[src/hdl/hkrb_pkg.sv]
package hkrb_pkg;

	// Operation codes of one input transaction.
	localparam logic [1:0] OP_PRESS       = 2'd0;
	localparam logic [1:0] OP_RELEASE     = 2'd1;
	localparam logic [1:0] OP_RELEASE_ALL = 2'd2;
	localparam logic [1:0] OP_NONE        = 2'd3;

	// Key types carried in the high byte of the key code.
	localparam logic [7:0] TYPE_ASCII    = 8'h00;
	localparam logic [7:0] TYPE_MOD      = 8'h01;
	localparam logic [7:0] TYPE_NONPRINT = 8'h02;
	localparam logic [7:0] TYPE_SHIFTED  = 8'h03;
	localparam logic [7:0] TYPE_MEDIA    = 8'h80;

	// Left shift in the modifier byte.
	localparam logic [7:0] LSHIFT_MASK = 8'h02;

	// The boot report always carries six key slots.
	localparam int REPORT_SLOTS = 6;

	// ASCII to usage table: bit 8 marks a character that needs left shift.
	localparam int ASCII_DEPTH = 128;
	localparam logic [8:0] ASCII_ROM [ASCII_DEPTH] = '{
		9'h000, 9'h000, 9'h000, 9'h000, 9'h000, 9'h000, 9'h000, 9'h000,
		9'h02a, 9'h02b, 9'h028, 9'h000, 9'h000, 9'h000, 9'h000, 9'h000,
		9'h000, 9'h000, 9'h000, 9'h000, 9'h000, 9'h000, 9'h000, 9'h000,
		9'h000, 9'h000, 9'h000, 9'h000, 9'h000, 9'h000, 9'h000, 9'h000,
		9'h02c, 9'h11e, 9'h134, 9'h120, 9'h121, 9'h122, 9'h124, 9'h034,
		9'h126, 9'h127, 9'h125, 9'h12e, 9'h036, 9'h02d, 9'h037, 9'h038,
		9'h027, 9'h01e, 9'h01f, 9'h020, 9'h021, 9'h022, 9'h023, 9'h024,
		9'h025, 9'h026, 9'h133, 9'h033, 9'h136, 9'h02e, 9'h137, 9'h138,
		9'h11f, 9'h104, 9'h105, 9'h106, 9'h107, 9'h108, 9'h109, 9'h10a,
		9'h10b, 9'h10c, 9'h10d, 9'h10e, 9'h10f, 9'h110, 9'h111, 9'h112,
		9'h113, 9'h114, 9'h115, 9'h116, 9'h117, 9'h118, 9'h119, 9'h11a,
		9'h11b, 9'h11c, 9'h11d, 9'h02f, 9'h031, 9'h030, 9'h123, 9'h12d,
		9'h035, 9'h004, 9'h005, 9'h006, 9'h007, 9'h008, 9'h009, 9'h00a,
		9'h00b, 9'h00c, 9'h00d, 9'h00e, 9'h00f, 9'h010, 9'h011, 9'h012,
		9'h013, 9'h014, 9'h015, 9'h016, 9'h017, 9'h018, 9'h019, 9'h01a,
		9'h01b, 9'h01c, 9'h01d, 9'h12f, 9'h131, 9'h130, 9'h135, 9'h000
	};

	// Characters above the table read as unmapped.
	function automatic logic [8:0] ascii_lookup(input logic [7:0] idx);
		logic [8:0] entry;
		entry = '0;
		if (!idx[7]) begin
			entry = ASCII_ROM[idx[6:0]];
		end
		return entry;
	endfunction

	typedef struct packed {
		logic [1:0]  operation;
		logic [15:0] key_code;
	} in_t;

	typedef struct packed {
		logic [15:0] return_code;
		logic [7:0]  modifier_byte;
		logic [7:0]  slot_zero;
		logic [7:0]  slot_one;
		logic [7:0]  slot_two;
		logic [7:0]  slot_three;
		logic [7:0]  slot_four;
		logic [7:0]  slot_five;
		logic [7:0]  media_usage;
	} out_t;

	// Commands from the controller to the datapath.
	typedef struct packed {
		logic load;
		logic exec;
	} ctrl_cmd_t;

endpackage

[src/hdl/hkrb_ctrl.sv]
module hkrb_ctrl (
	input  logic                clk,
	input  logic                arst_n,
	input  logic                start,
	output logic                busy,
	output logic                done,
	output hkrb_pkg::ctrl_cmd_t cmd
);
	import hkrb_pkg::*;

	typedef enum logic [1:0] {
		ST_IDLE = 2'b01,
		ST_EXEC = 2'b10
	} state_t;

	state_t state_q;
	state_t state_d;
	logic   done_q;

	// Next state: each accepted transaction passes through the execute state.
	always_comb begin
		state_d = state_q;
		case (state_q)
			ST_IDLE: begin
				if (start) begin
					state_d = ST_EXEC;
				end
			end
			ST_EXEC: begin
				state_d = ST_IDLE;
			end
			default: begin
				state_d = ST_IDLE;
			end
		endcase
	end

	always_ff @(posedge clk or negedge arst_n) begin
		if (!arst_n) begin
			state_q <= ST_IDLE;
			done_q  <= 1'b0;
		end else begin
			state_q <= state_d;
			done_q  <= cmd.exec;
		end
	end

	// Commands and handshake outputs.
	assign busy     = (state_q == ST_EXEC);
	assign cmd.load = start && (state_q == ST_IDLE);
	assign cmd.exec = (state_q == ST_EXEC);
	assign done     = done_q;

endmodule

[src/hdl/hkrb_datapath.sv]
module hkrb_datapath #(
	parameter int NUM_SLOTS = 6
) (
	input  logic                clk,
	input  logic                arst_n,
	input  hkrb_pkg::ctrl_cmd_t cmd,
	input  hkrb_pkg::in_t       request,
	output hkrb_pkg::out_t      result
);
	import hkrb_pkg::*;

	in_t        req_q;
	out_t       result_q;
	logic [7:0] mod_q;
	logic [7:0] media_q;
	logic [7:0] slots_q [NUM_SLOTS];

	logic [7:0]  key_type;
	logic [7:0]  low_byte;
	logic [8:0]  rom_entry;
	logic [7:0]  usage;
	logic        shift_hit;
	logic        found;
	logic [15:0] rc_d;
	logic [7:0]  mod_d;
	logic [7:0]  media_d;
	logic [7:0]  slots_d [NUM_SLOTS];
	logic [7:0]  report [REPORT_SLOTS];

	// Capture the transaction when the controller accepts it.
	always_ff @(posedge clk) begin
		if (cmd.load) begin
			req_q <= request;
		end
	end

	// Decode the key and work out the new report.
	always_comb begin
		key_type  = req_q.key_code[15:8];
		low_byte  = req_q.key_code[7:0];
		rom_entry = ascii_lookup(low_byte);
		usage     = low_byte;
		shift_hit = 1'b0;
		if (key_type == TYPE_SHIFTED) begin
			usage     = rom_entry[7:0];
			shift_hit = 1'b1;
		end else if (key_type == TYPE_ASCII) begin
			usage     = rom_entry[7:0];
			shift_hit = rom_entry[8];
		end

		rc_d    = '0;
		mod_d   = mod_q;
		media_d = media_q;
		slots_d = slots_q;
		found   = 1'b0;

		case (req_q.operation)
			OP_PRESS: begin
				if (key_type == TYPE_MOD) begin
					mod_d = mod_q | low_byte;
					rc_d  = req_q.key_code;
				end else if (key_type == TYPE_MEDIA) begin
					if (media_q == 8'h00) begin
						media_d = low_byte;
					end
					rc_d = req_q.key_code;
				end else begin
					if (shift_hit) begin
						mod_d = mod_q | LSHIFT_MASK;
					end
					// The first empty slot takes the usage code.
					for (int i = 0; i < NUM_SLOTS; i++) begin
						if (!found && slots_q[i] == 8'h00) begin
							slots_d[i] = usage;
							found      = 1'b1;
						end
					end
					if (found) begin
						rc_d = req_q.key_code;
					end
				end
			end
			OP_RELEASE: begin
				if (key_type == TYPE_MOD) begin
					mod_d = mod_q & ~low_byte;
					rc_d  = req_q.key_code;
				end else if (key_type == TYPE_MEDIA) begin
					if (media_q == low_byte) begin
						media_d = 8'h00;
					end
					rc_d = req_q.key_code;
				end else begin
					if (shift_hit) begin
						mod_d = mod_q & ~LSHIFT_MASK;
					end
					// The first slot holding the usage code is emptied.
					for (int i = 0; i < NUM_SLOTS; i++) begin
						if (!found && slots_q[i] == usage) begin
							slots_d[i] = 8'h00;
							found      = 1'b1;
						end
					end
					if (found) begin
						rc_d = req_q.key_code;
					end
				end
			end
			OP_RELEASE_ALL: begin
				mod_d   = 8'h00;
				media_d = 8'h00;
				for (int i = 0; i < NUM_SLOTS; i++) begin
					slots_d[i] = 8'h00;
				end
			end
			default: begin
			end
		endcase
	end

	// Only the first six slots appear in the report; missing ones read zero.
	for (genvar k = 0; k < REPORT_SLOTS; k++) begin : g_report
		if (k < NUM_SLOTS) begin : g_used
			assign report[k] = slots_d[k];
		end else begin : g_unused
			assign report[k] = 8'h00;
		end
	end

	// Report state, cleared at reset.
	always_ff @(posedge clk or negedge arst_n) begin
		if (!arst_n) begin
			mod_q   <= 8'h00;
			media_q <= 8'h00;
			for (int i = 0; i < NUM_SLOTS; i++) begin
				slots_q[i] <= 8'h00;
			end
		end else if (cmd.exec) begin
			mod_q   <= mod_d;
			media_q <= media_d;
			slots_q <= slots_d;
		end
	end

	// Result register shown during the strobe cycle.
	always_ff @(posedge clk) begin
		if (cmd.exec) begin
			result_q.return_code   <= rc_d;
			result_q.modifier_byte <= mod_d;
			result_q.slot_zero     <= report[0];
			result_q.slot_one      <= report[1];
			result_q.slot_two      <= report[2];
			result_q.slot_three    <= report[3];
			result_q.slot_four     <= report[4];
			result_q.slot_five     <= report[5];
			result_q.media_usage   <= media_d;
		end
	end

	assign result = result_q;

endmodule

[src/hdl/hid_keyboard_report_builder_top.sv]
// Keyboard report builder: turns press, release and release-all events into a
// boot keyboard report with a modifier byte, six key slots and a media slot.
// Input channel: a transaction is taken at a rising edge where start is high
// and busy is low; request carries the operation and the 16-bit key code.
// Output channel: done is high for exactly one cycle, and result holds the
// return code and the whole report after the event during that cycle.
// An accepted transaction enters the execute state; leaving it raises done.
// Busy is high for the single execute cycle in which the slot search and
// table lookup update the report; no new transaction is taken while busy.
// A new transaction may be accepted while the previous result is on the
// result port, since the result sits in its own register.
// The receiver cannot stall: each result is taken in its strobe cycle.
// Reset clears the modifier byte, all key slots and the media slot, and
// leaves the block idle with no result pending.
module hid_keyboard_report_builder_top #(
	parameter int NUM_SLOTS = 6
) (
	input  logic           clk,
	input  logic           arst_n,
	input  logic           start,
	output logic           busy,
	input  hkrb_pkg::in_t  request,
	output logic           done,
	output hkrb_pkg::out_t result
);
	import hkrb_pkg::*;

	ctrl_cmd_t cmd;

	hkrb_ctrl u_ctrl (
		.clk    (clk),
		.arst_n (arst_n),
		.start  (start),
		.busy   (busy),
		.done   (done),
		.cmd    (cmd)
	);

	hkrb_datapath #(
		.NUM_SLOTS (NUM_SLOTS)
	) u_datapath (
		.clk     (clk),
		.arst_n  (arst_n),
		.cmd     (cmd),
		.request (request),
		.result  (result)
	);

endmodule

[config.mk]
export PLATFORM = sky130hd
export DESIGN_NAME = hid_keyboard_report_builder_top
export DESIGN_NICKNAME = d
export VERILOG_FILES = /design/src/hdl/hkrb_pkg.sv /design/src/hdl/hkrb_ctrl.sv /design/src/hdl/hkrb_datapath.sv /design/src/hdl/hid_keyboard_report_builder_top.sv
export SDC_FILE = /design/constraint.sdc
export NUM_CORES = 1
export LEC_CHECK = 0
export BUFFER_PORTS_ARGS = -buffer_cell sky130_fd_sc_hd__buf_2
export CORE_ASPECT_RATIO = 0.75
export CORE_MARGIN = 2
export CORE_UTILIZATION = 45
export CTS_BUF_LIST = sky130_fd_sc_hd__clkbuf_4
export DETAILED_ROUTE_END_ITERATION = 8
export REMOVE_ABC_BUFFERS = 1
export SLEW_MARGIN = 20
export SYNTH_ARGS = -nofsm -noshare
export SYNTH_HDL_FRONTEND = slang
export SYNTH_HIERARCHICAL = 1
export SYNTH_SLANG_ARGS = --single-unit
[constraint.sdc]
create_clock -name clk -period 6.6 [get_ports clk]
set_input_delay 1.32 -clock clk [delete_from_list [all_inputs] [get_ports clk]]
set_output_delay 1.32 -clock clk [all_outputs]
set_load 0.02 [all_outputs]
==> results of run 1 <==
==> per-stage QoR <==
step | setup WS (ps) | hold WS [ps] | instances | util, % | area [um^2]
global placement | 1740 | 482 | 1268 | 49.7 | 10200
CTS | 1580 | 529 | 1300 | 50.9 | 10400
detailed placement | 1560 | 490 | 1268 | 49.7 | 10200
finish | 1490 | 529 | 1301 | 51.0 | 10400
global route | 1060 | 553 | 1301 | 51.0 | 10400
floorplan | -658 | 453 | 870 | - | 9190
==> worst reg2reg max path: cells and delay by family (launching register included) <==
kind,cells,cell delay (ps)
flops,1,860
simple gates,5,1940
compound gates,5,1290
fa+ha+maj,1,400
buf+inv,1,370
==> final timing paths <==
check / end
worst min-delay path: u_ctrl/state_q[0]
worst max register to register: u_datapath/result[9]
max in group asynchronous: u_datapath/slots_q[21]
worst min register to register: u_ctrl/state_q[0]
worst max-delay path: u_datapath/result[9]
min in group asynchronous: u_ctrl/state_q[1]
==> flip-flops by register name, indices dropped and copies added, names as in the netlist <==
name                 flops
u_datapath/slots_q      48
u_datapath/key_type      8
u_ctrl/state_q           2
u_datapath/result       80
u_datapath/req_q         2
u_datapath/media_q       8
u_datapath/mod_q         8
u_datapath/low_byte      8
u_ctrl/done              1
==> routing by layer <==
metal	vias up	share of wire [%]	wire, um	GRT usage [%]
li1	3683	-	-	-
met1	3995	46	13900	40.9
met2	422	41	12200	38.1
met3	47	10	3060	8.46
met4	0	2.3	689	8.92
met5	-	0	0	0
==> kinds of logic (layout without fill, tap and decap cells) <==
logic type	after synthesis	after routing	synth area share, %
and+or+nand+nor	354	354	19.8
AOI/OAI and AO/OA	268	268	20.9
DFF	165	165	48.9
buffers and inverters	77	169	3.64
muxes	28	28	3.23
xor gates and xnor gates	26	26	2.49
adders and majority gates	8	8	1.06
other	0	1	0
==> layout make-up <==
type / count / share of cell area [%]
antenna: 1 / 0.0240
multi-input combinational: 684 / 43.2
sequential: 165 / 44.3
clock buffer: 19 / 1.37
tap: 282 / 3.39
timing repair buffer: 116 / 5.91
clock inverter: 13 / 0.961
inverter: 21 / 0.757
==> cells in the final DEF (no fill, tap or decap), types with 18 or more instances in the layout <==
cell type	instances
dfrtp_1	66
nor2_1	89
nand2_1	80
edfxtp_1	98
nor4_1	22
a22o_1	32
inv_1	19
o22ai_1	18
mux2_2	20
clkbuf_4	19
and2_1	28
o21ai_0	23
nand3_1	20
a21oi_1	59
xnor2_1	19
buf_2	102
==> power by group through the flow <==
| stage | Clock (mW) | Combinational (mW) | Sequential, mW |
|---|---|---|---|
| 5_1_grt | 0.597 | 0.730 | 1.35 |
| 6_report | 0.538 | 0.672 | 1.34 |
| 4_1_cts | 0.556 | 0.657 | 1.33 |
| 3_5_place_dp | 0 | 0.653 | 1.35 |
| 3_3_place_gp | 0 | 0.651 | 1.35 |
| 2_1_floorplan | 0 | 0.421 | 1.35 |
==> impl_metrics.yaml, run 1 <==
die:
  num_rows: 45
  die_w_um: 171
  placeableCoreArea_um2: 20400
  start_util_pct: 46.2
  die_h_um: 130
  dieArea_um2: 22200
  num_io_pins: 103
clock_network:
  post_cts_buffers: 0
  numCtsBuffers: 17
  cts_tree: "yes"
  path_clk_slew_ps: 150
  ctsResizeCount: 0
  htree_levels: 4
  cts_root_buffer: "clkbuf_4"
  cts_max_path_buffers: 2
  clk_latency_ps: 580
  ctsHoldBuffers: 0
  clock_sinks: 165
timing:
  max-slew-margin-rel_pct: 23.1
  final.period_utilization_pct: 77.5
  rsz0062_at_grt: "false"
  finalMaxSlewViolations: 0
  setup_tns_ps: 0
  finClkSkew_ps: 19.5
  max_freq_mhz: 196
  setup_viol_count_final: 0
  hold_viol_final: 0
  period_needed_ps: 5110
  tightest_slew_ps: 1150
synth:
  synth.distinct_cells: 97
  yosysMostFrequentCell: "edfxtp_1"
  ys_warn_count: 6
  synth_edf_count: 98
  synthTopCellsByArea: "edfxtp_1, dfrtp_1, nor2_1, nand2_1, a21oi_1"
  synth_cells: 926
  avgSynthCellArea_um2: 10.2
  yosysSeqAreaShare_pct: 48.9
  synthTopCellsByCount: "edfxtp_1, nor2_1, nand2_1"
  syn_area_um2: 9450
  yosysTopAreaCellShare_pct: 31.1
  ys_seq_elements: 165
  async_reset_ff_share_pct: 40.6
  synthFlopType: "edfxtp_1"
  synth_top_area_cell: "edfxtp_1"
critical_path:
  critPathArrivalTime_ps: 5430
  path_max_fanout: 18
  cp_slowest_cell: "edfxtp_1"
  crit_start: "u_datapath/low_byte[0]"
  critPathCaptureType: "register"
  cp.depth: 12
  critical_path_buf_inv_count: 1
  crit_chain: "inv_1 > ha_1 > and3b_1 > a2111oi_0 > o22a_1 > or4_1 > and2_1 > a21oi_1 > o2111a_1 > nor2_1 > and3_1 > o22ai_1"
  cp_top_family: "simple AND/OR/NAND/NOR gates"
  reg2regPathDepth: 12
  start_kind: "register"
  critPathKind: "register to register"
  r2r_start: "u_datapath/low_byte[0]"
  r2r_slack_ps: 1490
  max_stage_delay_ps: 860
  worst_ep_required_time_ps: 6920
power_and_ir_drop:
  p_sw_mw: 0.946
  power_frac_seq_pct: 52.5
  power.internal_mw: 1.60
  swShare_pct: 37.1
  total_power_mw: 2.55
  power_frac_comb_pct: 26.4
  power_density_nw_per_um2: 245
  clockPowerShare_pct: 21.1
  peakVddDrop_mv: 0.113
  p_leak_nw: 4.04
grt:
  antenna_found_initial: 1
  grt_max_degree: 68
  grt_overflow: 0
  grt_pass1_wl_um: 45500
  grt_pass1_vias: 7462
  track_usage_pct: 27.5
finish:
  fillers: 1899
  multiInputGateArea_um2: 4510
  syn_to_final_growth_pct: 10.2
  drive_gt1_share_pct: 20.2
  layout.nets: 1034
  final-seq-area_um2: 4620
drt:
  wire_per_inst_um: 22.9
  first_iter_violations: 1018
  drt-total-wl_um: 29900
  drc_errors: 0
  viasPerCell: 6.26
  first_pass_iters: 5
  ant_nets: 0
  num_vias: 8147
status:
  status: "finished clean"
placement:
  port_buffers: 102
  dp_hpwl_um: 20800
  place_congestion: 0.959
worst_hold_path:
  hold_start: "u_ctrl/state_q[0]"
  hold_class: "register to register"
  whs_path_depth: 1
run:
  maxCapViolCount: 0
(Power assumes the default switching activity.)
==> run 2, diff against run 1 <==
--- a/config.mk
+++ b/config.mk
@@ -11,6 +11,7 @@
 export CORE_UTILIZATION = 45
 export CTS_BUF_LIST = sky130_fd_sc_hd__clkbuf_4
 export DETAILED_ROUTE_END_ITERATION = 8
+export PLACE_DENSITY = 0.66
 export REMOVE_ABC_BUFFERS = 1
 export SLEW_MARGIN = 20
 export SYNTH_ARGS = -nofsm -noshare
==> constraint.sdc (replaced) <==
create_clock -name clk -period 4.4 [get_ports clk]
set_input_delay 0.88 -clock clk [delete_from_list [all_inputs] [get_ports clk]]
set_output_delay 0.88 -clock clk [all_outputs]
set_load 0.02 [all_outputs]
==> run 2 against run 1 <==
  * Non-clock buffer count grew 48
  * Largest cell class unchanged
  * Die area stayed put
  * Register-to-register slack lost 1300 ps
  * Hold slack worse by 240 ps
  * Global-route usage increased by 0.68 points
  * Maximum frequency rose by 21%
  * Via count increased by 3.4%
  * Largest power group unchanged
  * Clock power is 53% higher
  * Cell count is 3.7% higher
==> impl_metrics.yaml, run 2 (synthesized netlist as in run 1, its figures left out) <==
finish:
  syn_to_final_growth_pct: 14.7
  mostFrequentLayoutCells: "buf_2, edfxtp_1, nor2_1"
  largest_register_ffs: 80
  drive_gt1_share_pct: 24.1
  layout.nets: 1082
  layout_commonest_cell: "buf_2"
  fillers: 1901
  finalInstanceArea_um2: 10800
run:
  maxCapViolCount: 0
timing:
  period_needed_ps: 4230
  finalMaxSlewViolations: 0
  rsz0062_at_grt: "false"
  setup_viol_count_final: 0
  max_freq_mhz: 237
  hold_viol_final: 0
  finClkSkew_ps: 25.6
  final.period_utilization_pct: 96.1
  tightest_slew_ps: 1160
  postLayoutSetupSlackWorst_ps: 172
  whs_ps: 291
  max-slew-margin-rel_pct: 21.9
clock_network:
  cts_tree: "yes"
  clock_sinks: 165
  cts_max_path_buffers: 2
  cts_root_buffer: "clkbuf_4"
  htree_levels: 4
  path_clk_slew_ps: 160
  numCtsBuffers: 17
  clk_latency_ps: 580
critical_path:
  critPathKind: "register to register"
  critPathCaptureType: "register"
  r2r_slack_ps: 170
  critical_path_buf_inv_count: 3
  crit_chain: "buf_4 > ha_1 > or4b_1 > and2_1 > or4_1 > and2_1 > a211oi_1 > and4_1 > nor4_1 > buf_4 > a221oi_2 > buf_4 > and2_1"
  start_kind: "register"
  max_stage_delay_ps: 660
  cp_top_family: "simple AND/OR/NAND/NOR gates"
  worst_ep_required_time_ps: 4840
  path_max_fanout: 9
  crit_start: "u_datapath/low_byte[1]"
  r2r_start: "u_datapath/low_byte[1]"
  critPathArrivalTime_ps: 4670
  cp_slowest_cell: "or4_1"
placement:
  dp_slack_ps: 114
  dp_hpwl_um: 21700
  placed_area_um2: 10500
  place_congestion: 1.01
  port_buffers: 102
die:
  placeableCoreArea_um2: 20400
  dieArea_um2: 22200
  start_util_pct: 46.2
  num_io_pins: 103
  num_rows: 45
  die_w_um: 171
  die_h_um: 130
drt:
  first_iter_violations: 922
  ant_nets: 0
  drc_errors: 0
  first_pass_iters: 5
  num_vias: 8422
  wire_per_inst_um: 22.6
  viasPerCell: 6.24
  drt-total-wl_um: 30500
power_and_ir_drop:
  total_power_mw: 3.88
  power_density_nw_per_um2: 358
  p_leak_nw: 4.30
  peakVddDrop_mv: 0.161
grt:
  grt_max_degree: 66
  grt_pass1_wl_um: 46700
  track_usage_pct: 28.2
  antenna_found_initial: 2
  grt_pass1_vias: 7674
  grt_overflow: 0
status:
  status: "finished clean"
worst_hold_path:
  hold_class: "input pin to asynchronous set/reset pin"
## run 2: changes by cell type in the layout (fill, tap and decap cells not counted), sizes merged
| cell | before | now |
|---|---|---|
| buf | 116 | 164 |
| clkbuf | 19 | 17 |
| inv | 22 | 24 |
| clkinv | 7 | 8 |
| clkinvlp | 5 | 4 |
## run 2: path summary, 6_finish.rpt
path	to	cells past startpoint
max	u_datapath/result[71]	13
min	u_datapath/slots_q[29]	1
max reg2reg	u_datapath/result[71]	13
min reg2reg	u_ctrl/state_q[0]	1
max in group asynchronous	u_ctrl/state_q[0]	2
min in group clk	u_datapath/low_byte[5]	1
## run 2: final cells by class
type,count,area (um^2),area share (%)
Clock inverter,15,125,1.15
Sequential cell,165,4620,42.6
Antenna cell,1,2.50,0.0231
Multi-Input combinational cell,684,4520,41.7
Timing Repair Buffer,164,1020,9.37
Clock buffer,17,128,1.18
Inverter,21,78.8,0.727
Tap cell,282,353,3.25
## run 2: metrics by stage
stage,cells,utilization (%),TNS [ps]
2_1_floorplan,870,-,-265420
3_3_place_gp,1307,51.3,0
3_5_place_dp,1307,51.3,0
4_1_cts,1339,52.6,0
5_1_grt,1349,53.0,0
6_report,1349,53.0,0
## run 2: timing repair
item | CTS | global route
endpoints found under the setup margin | 0 | 85
resized for setup | 0 | 8
setup buffers | 0 | 9
hold endpoints to repair | 0 | 0
hold buffers | 0 | 0
## run 2: report_power, final
part | switching, mW | total (mW) | internal [mW]
Clock | 0.587 | 0.823 | 0.236
Sequential | 0.193 | 1.99 | 1.80
Combinational | 0.664 | 1.06 | 0.398
Total | 1.44 | 3.88 | 2.43
## run 2: metal layers
| layer | wire, um | track usage (%) | part of all wire [%] | vias to the layer above |
|---|---|---|---|---|
| li1 | - | - | - | 3786 |
| met1 | 14000 | 42.5 | 46 | 4085 |
| met2 | 12100 | 38.1 | 40 | 493 |
| met3 | 3600 | 9.22 | 12 | 58 |
| met4 | 775 | 8.92 | 2.5 | 0 |
| met5 | 0 | 0 | 0 | - |
==> run 3, diff against run 2 <==
--- a/config.mk
+++ b/config.mk
@@ -11,7 +11,6 @@
 export CORE_UTILIZATION = 45
 export CTS_BUF_LIST = sky130_fd_sc_hd__clkbuf_4
 export DETAILED_ROUTE_END_ITERATION = 8
-export PLACE_DENSITY = 0.66
 export REMOVE_ABC_BUFFERS = 1
 export SLEW_MARGIN = 20
 export SYNTH_ARGS = -nofsm -noshare
==> constraint.sdc (replaced) <==
create_clock -name clk -period 5.15 [get_ports clk]
set_input_delay 1.03 -clock clk [delete_from_list [all_inputs] [get_ports clk]]
set_output_delay 1.03 -clock clk [all_outputs]
set_load 0.02 [all_outputs]
==> run 3 against run 2 <==
  * Clock skew is essentially flat
  * Non-clock buffer count decreased by 31
  * Via count down 2.6%
  * Cell count fell by 2.4%
  * Clock power decreased by 3.3%
  * Design area shrank 2.3%
  * Die area is the same
  * Combinational power down 17%
  * Critical path type unchanged
  * Critical endpoint is now u_datapath/result[76]
  * Largest cell class unchanged
==> impl_metrics.yaml, run 3 (synthesized netlist as in run 1, its figures left out) <==
drt:
  wire_per_inst_um: 22.9
  drc_errors: 0
  viasPerCell: 6.23
  first_iter_violations: 1232
  first_pass_iters: 6
  drt-total-wl_um: 30100
  num_vias: 8199
  ant_nets: 0
critical_path:
  critPathKind: "register to register"
  path_max_fanout: 13
  critPathCaptureType: "register"
  worst_ep_required_time_ps: 5620
  cp_slowest_cell: "or4_1"
  start_kind: "register"
  critPathArrivalTime_ps: 5060
  max_stage_delay_ps: 660
  critPathMostFrequentCell: "nor3_1"
  crit_chain: "nor4_1 > nand4_1 > or4_1 > o211ai_2 > xor2_1 > or3_1 > nor3_1 > nor3_1 > a211oi_2 > and2_2"
finish:
  mostFrequentLayoutCells: "buf_2, edfxtp_1, nor2_1"
  layout_commonest_cell: "buf_2"
  finalNonFillerCells: 1317
  drive_gt1_share_pct: 21.4
  layout.nets: 1051
  largest_register_ffs: 80
  syn_to_final_growth_pct: 12.0
  num_antenna_cells: 0
clock_network:
  ctsHoldBuffers: 0
  clk_latency_ps: 600
  post_cts_buffers: 0
  ctsResizeCount: 0
  cts_tree: "yes"
  htree_levels: 4
  numCtsBuffers: 17
  cts_root_buffer: "clkbuf_4"
  cts_max_path_buffers: 2
  path_clk_slew_ps: 150
  clock_sinks: 165
grt:
  antenna_found_initial: 0
  grt_max_degree: 53
  track_usage_pct: 27.6
  grt_pass1_wl_um: 45700
  grt_pass1_vias: 7605
  grt_overflow: 0
die:
  die_w_um: 171
  dieArea_um2: 22200
  placeableCoreArea_um2: 20400
  num_io_pins: 103
  start_util_pct: 46.2
  die_h_um: 130
  num_rows: 45
timing:
  hold_viol_final: 0
  period_needed_ps: 4600
  max_freq_mhz: 218
  finClkSkew_ps: 25.2
  postLayoutSetupSlackWorst_ps: 554
  finalMaxSlewViolations: 0
  rsz0062_at_grt: "false"
  final.period_utilization_pct: 89.2
  max-slew-margin-rel_pct: 31.9
  tightest_slew_ps: 1010
  setup_viol_count_final: 0
  setup_tns_ps: 0
run:
  maxCapViolCount: 0
placement:
  dp.cells: 1285
  dp_hpwl_um: 21300
  dp_slack_ps: 674
  place_congestion: 0.993
  port_buffers: 102
power_and_ir_drop:
  p_leak_nw: 4.15
  power_density_nw_per_um2: 320
  peakVddDrop_mv: 0.146
worst_hold_path:
  hold_class: "input pin to asynchronous set/reset pin"
status:
  status: "finished clean"
run 3: cell types whose count changed in the layout (fill, tap and decap cells not counted), sizes merged:
cell    delta
buf       -31
bufinv     +2
clkbuf     +2
clkinv     -4
diode      -1
run 3: power by group:
part           internal (mW)  leakage, nW  switching (mW)
logic                  0.318         2.17           0.557
clock network          0.306        0.147           0.490
registers               1.54         1.84           0.174
run 3: worst paths after layout:
path,start,to,slack (ps),cells after the start
setup / recovery,u_datapath/key_type[4],u_datapath/result[76],550,10
hold / removal,arst_n,u_ctrl/state_q[1],470,1
setup reg to reg,u_datapath/key_type[4],u_datapath/result[76],550,10
hold reg to reg,u_ctrl/state_q[0],u_ctrl/state_q[0],520,1
max in group asynchronous,arst_n,u_datapath/slots_q[36],3650,2
min in group clk,u_ctrl/state_q[0],u_ctrl/state_q[0],520,1
run 3: cell type report:
| class | instances | area (um^2) |
|---|---|---|
| Multi-Input combinational cell | 684 | 4500 |
| Timing Repair Buffer | 133 | 743 |
| Fill cell | 1893 | 9850 |
| Inverter | 21 | 78.8 |
| Clock buffer | 19 | 143 |
| Tap cell | 282 | 353 |
| Clock inverter | 13 | 149 |
| Sequential cell | 165 | 4620 |
run 3: metrics by stage:
step / power (mW) / hold slack (ps) / utilization [%] / instance area [um^2]
3_5_place_dp: 2.58 / 486 / 50.4 / 10300
5_1_grt: 3.54 / 481 / 51.8 / 10600
6_report: 3.38 / 466 / 51.8 / 10600
4_1_cts: 3.38 / 473 / 51.8 / 10600
2_1_floorplan: 2.27 / 453 / - / 9190
3_3_place_gp: 2.59 / 482 / 50.4 / 10300
run 3: per-layer routing:
metal	up-vias	global-route usage [%]	wire length (um)
met3	50	7.48	3130
li1	3720	-	-
met4	0	9.32	765
met5	-	0	0
met2	466	38.0	12400
met1	3963	41.6	13800
run 3: worst max-delay path: cells and delay by family (launching register included):
kind	cells	cell delay (ps)
AOI/OAI and AO/OA	2	890
DFF	1	450
and+or+nand+nor	7	2940
xor gates and xnor gates	1	190
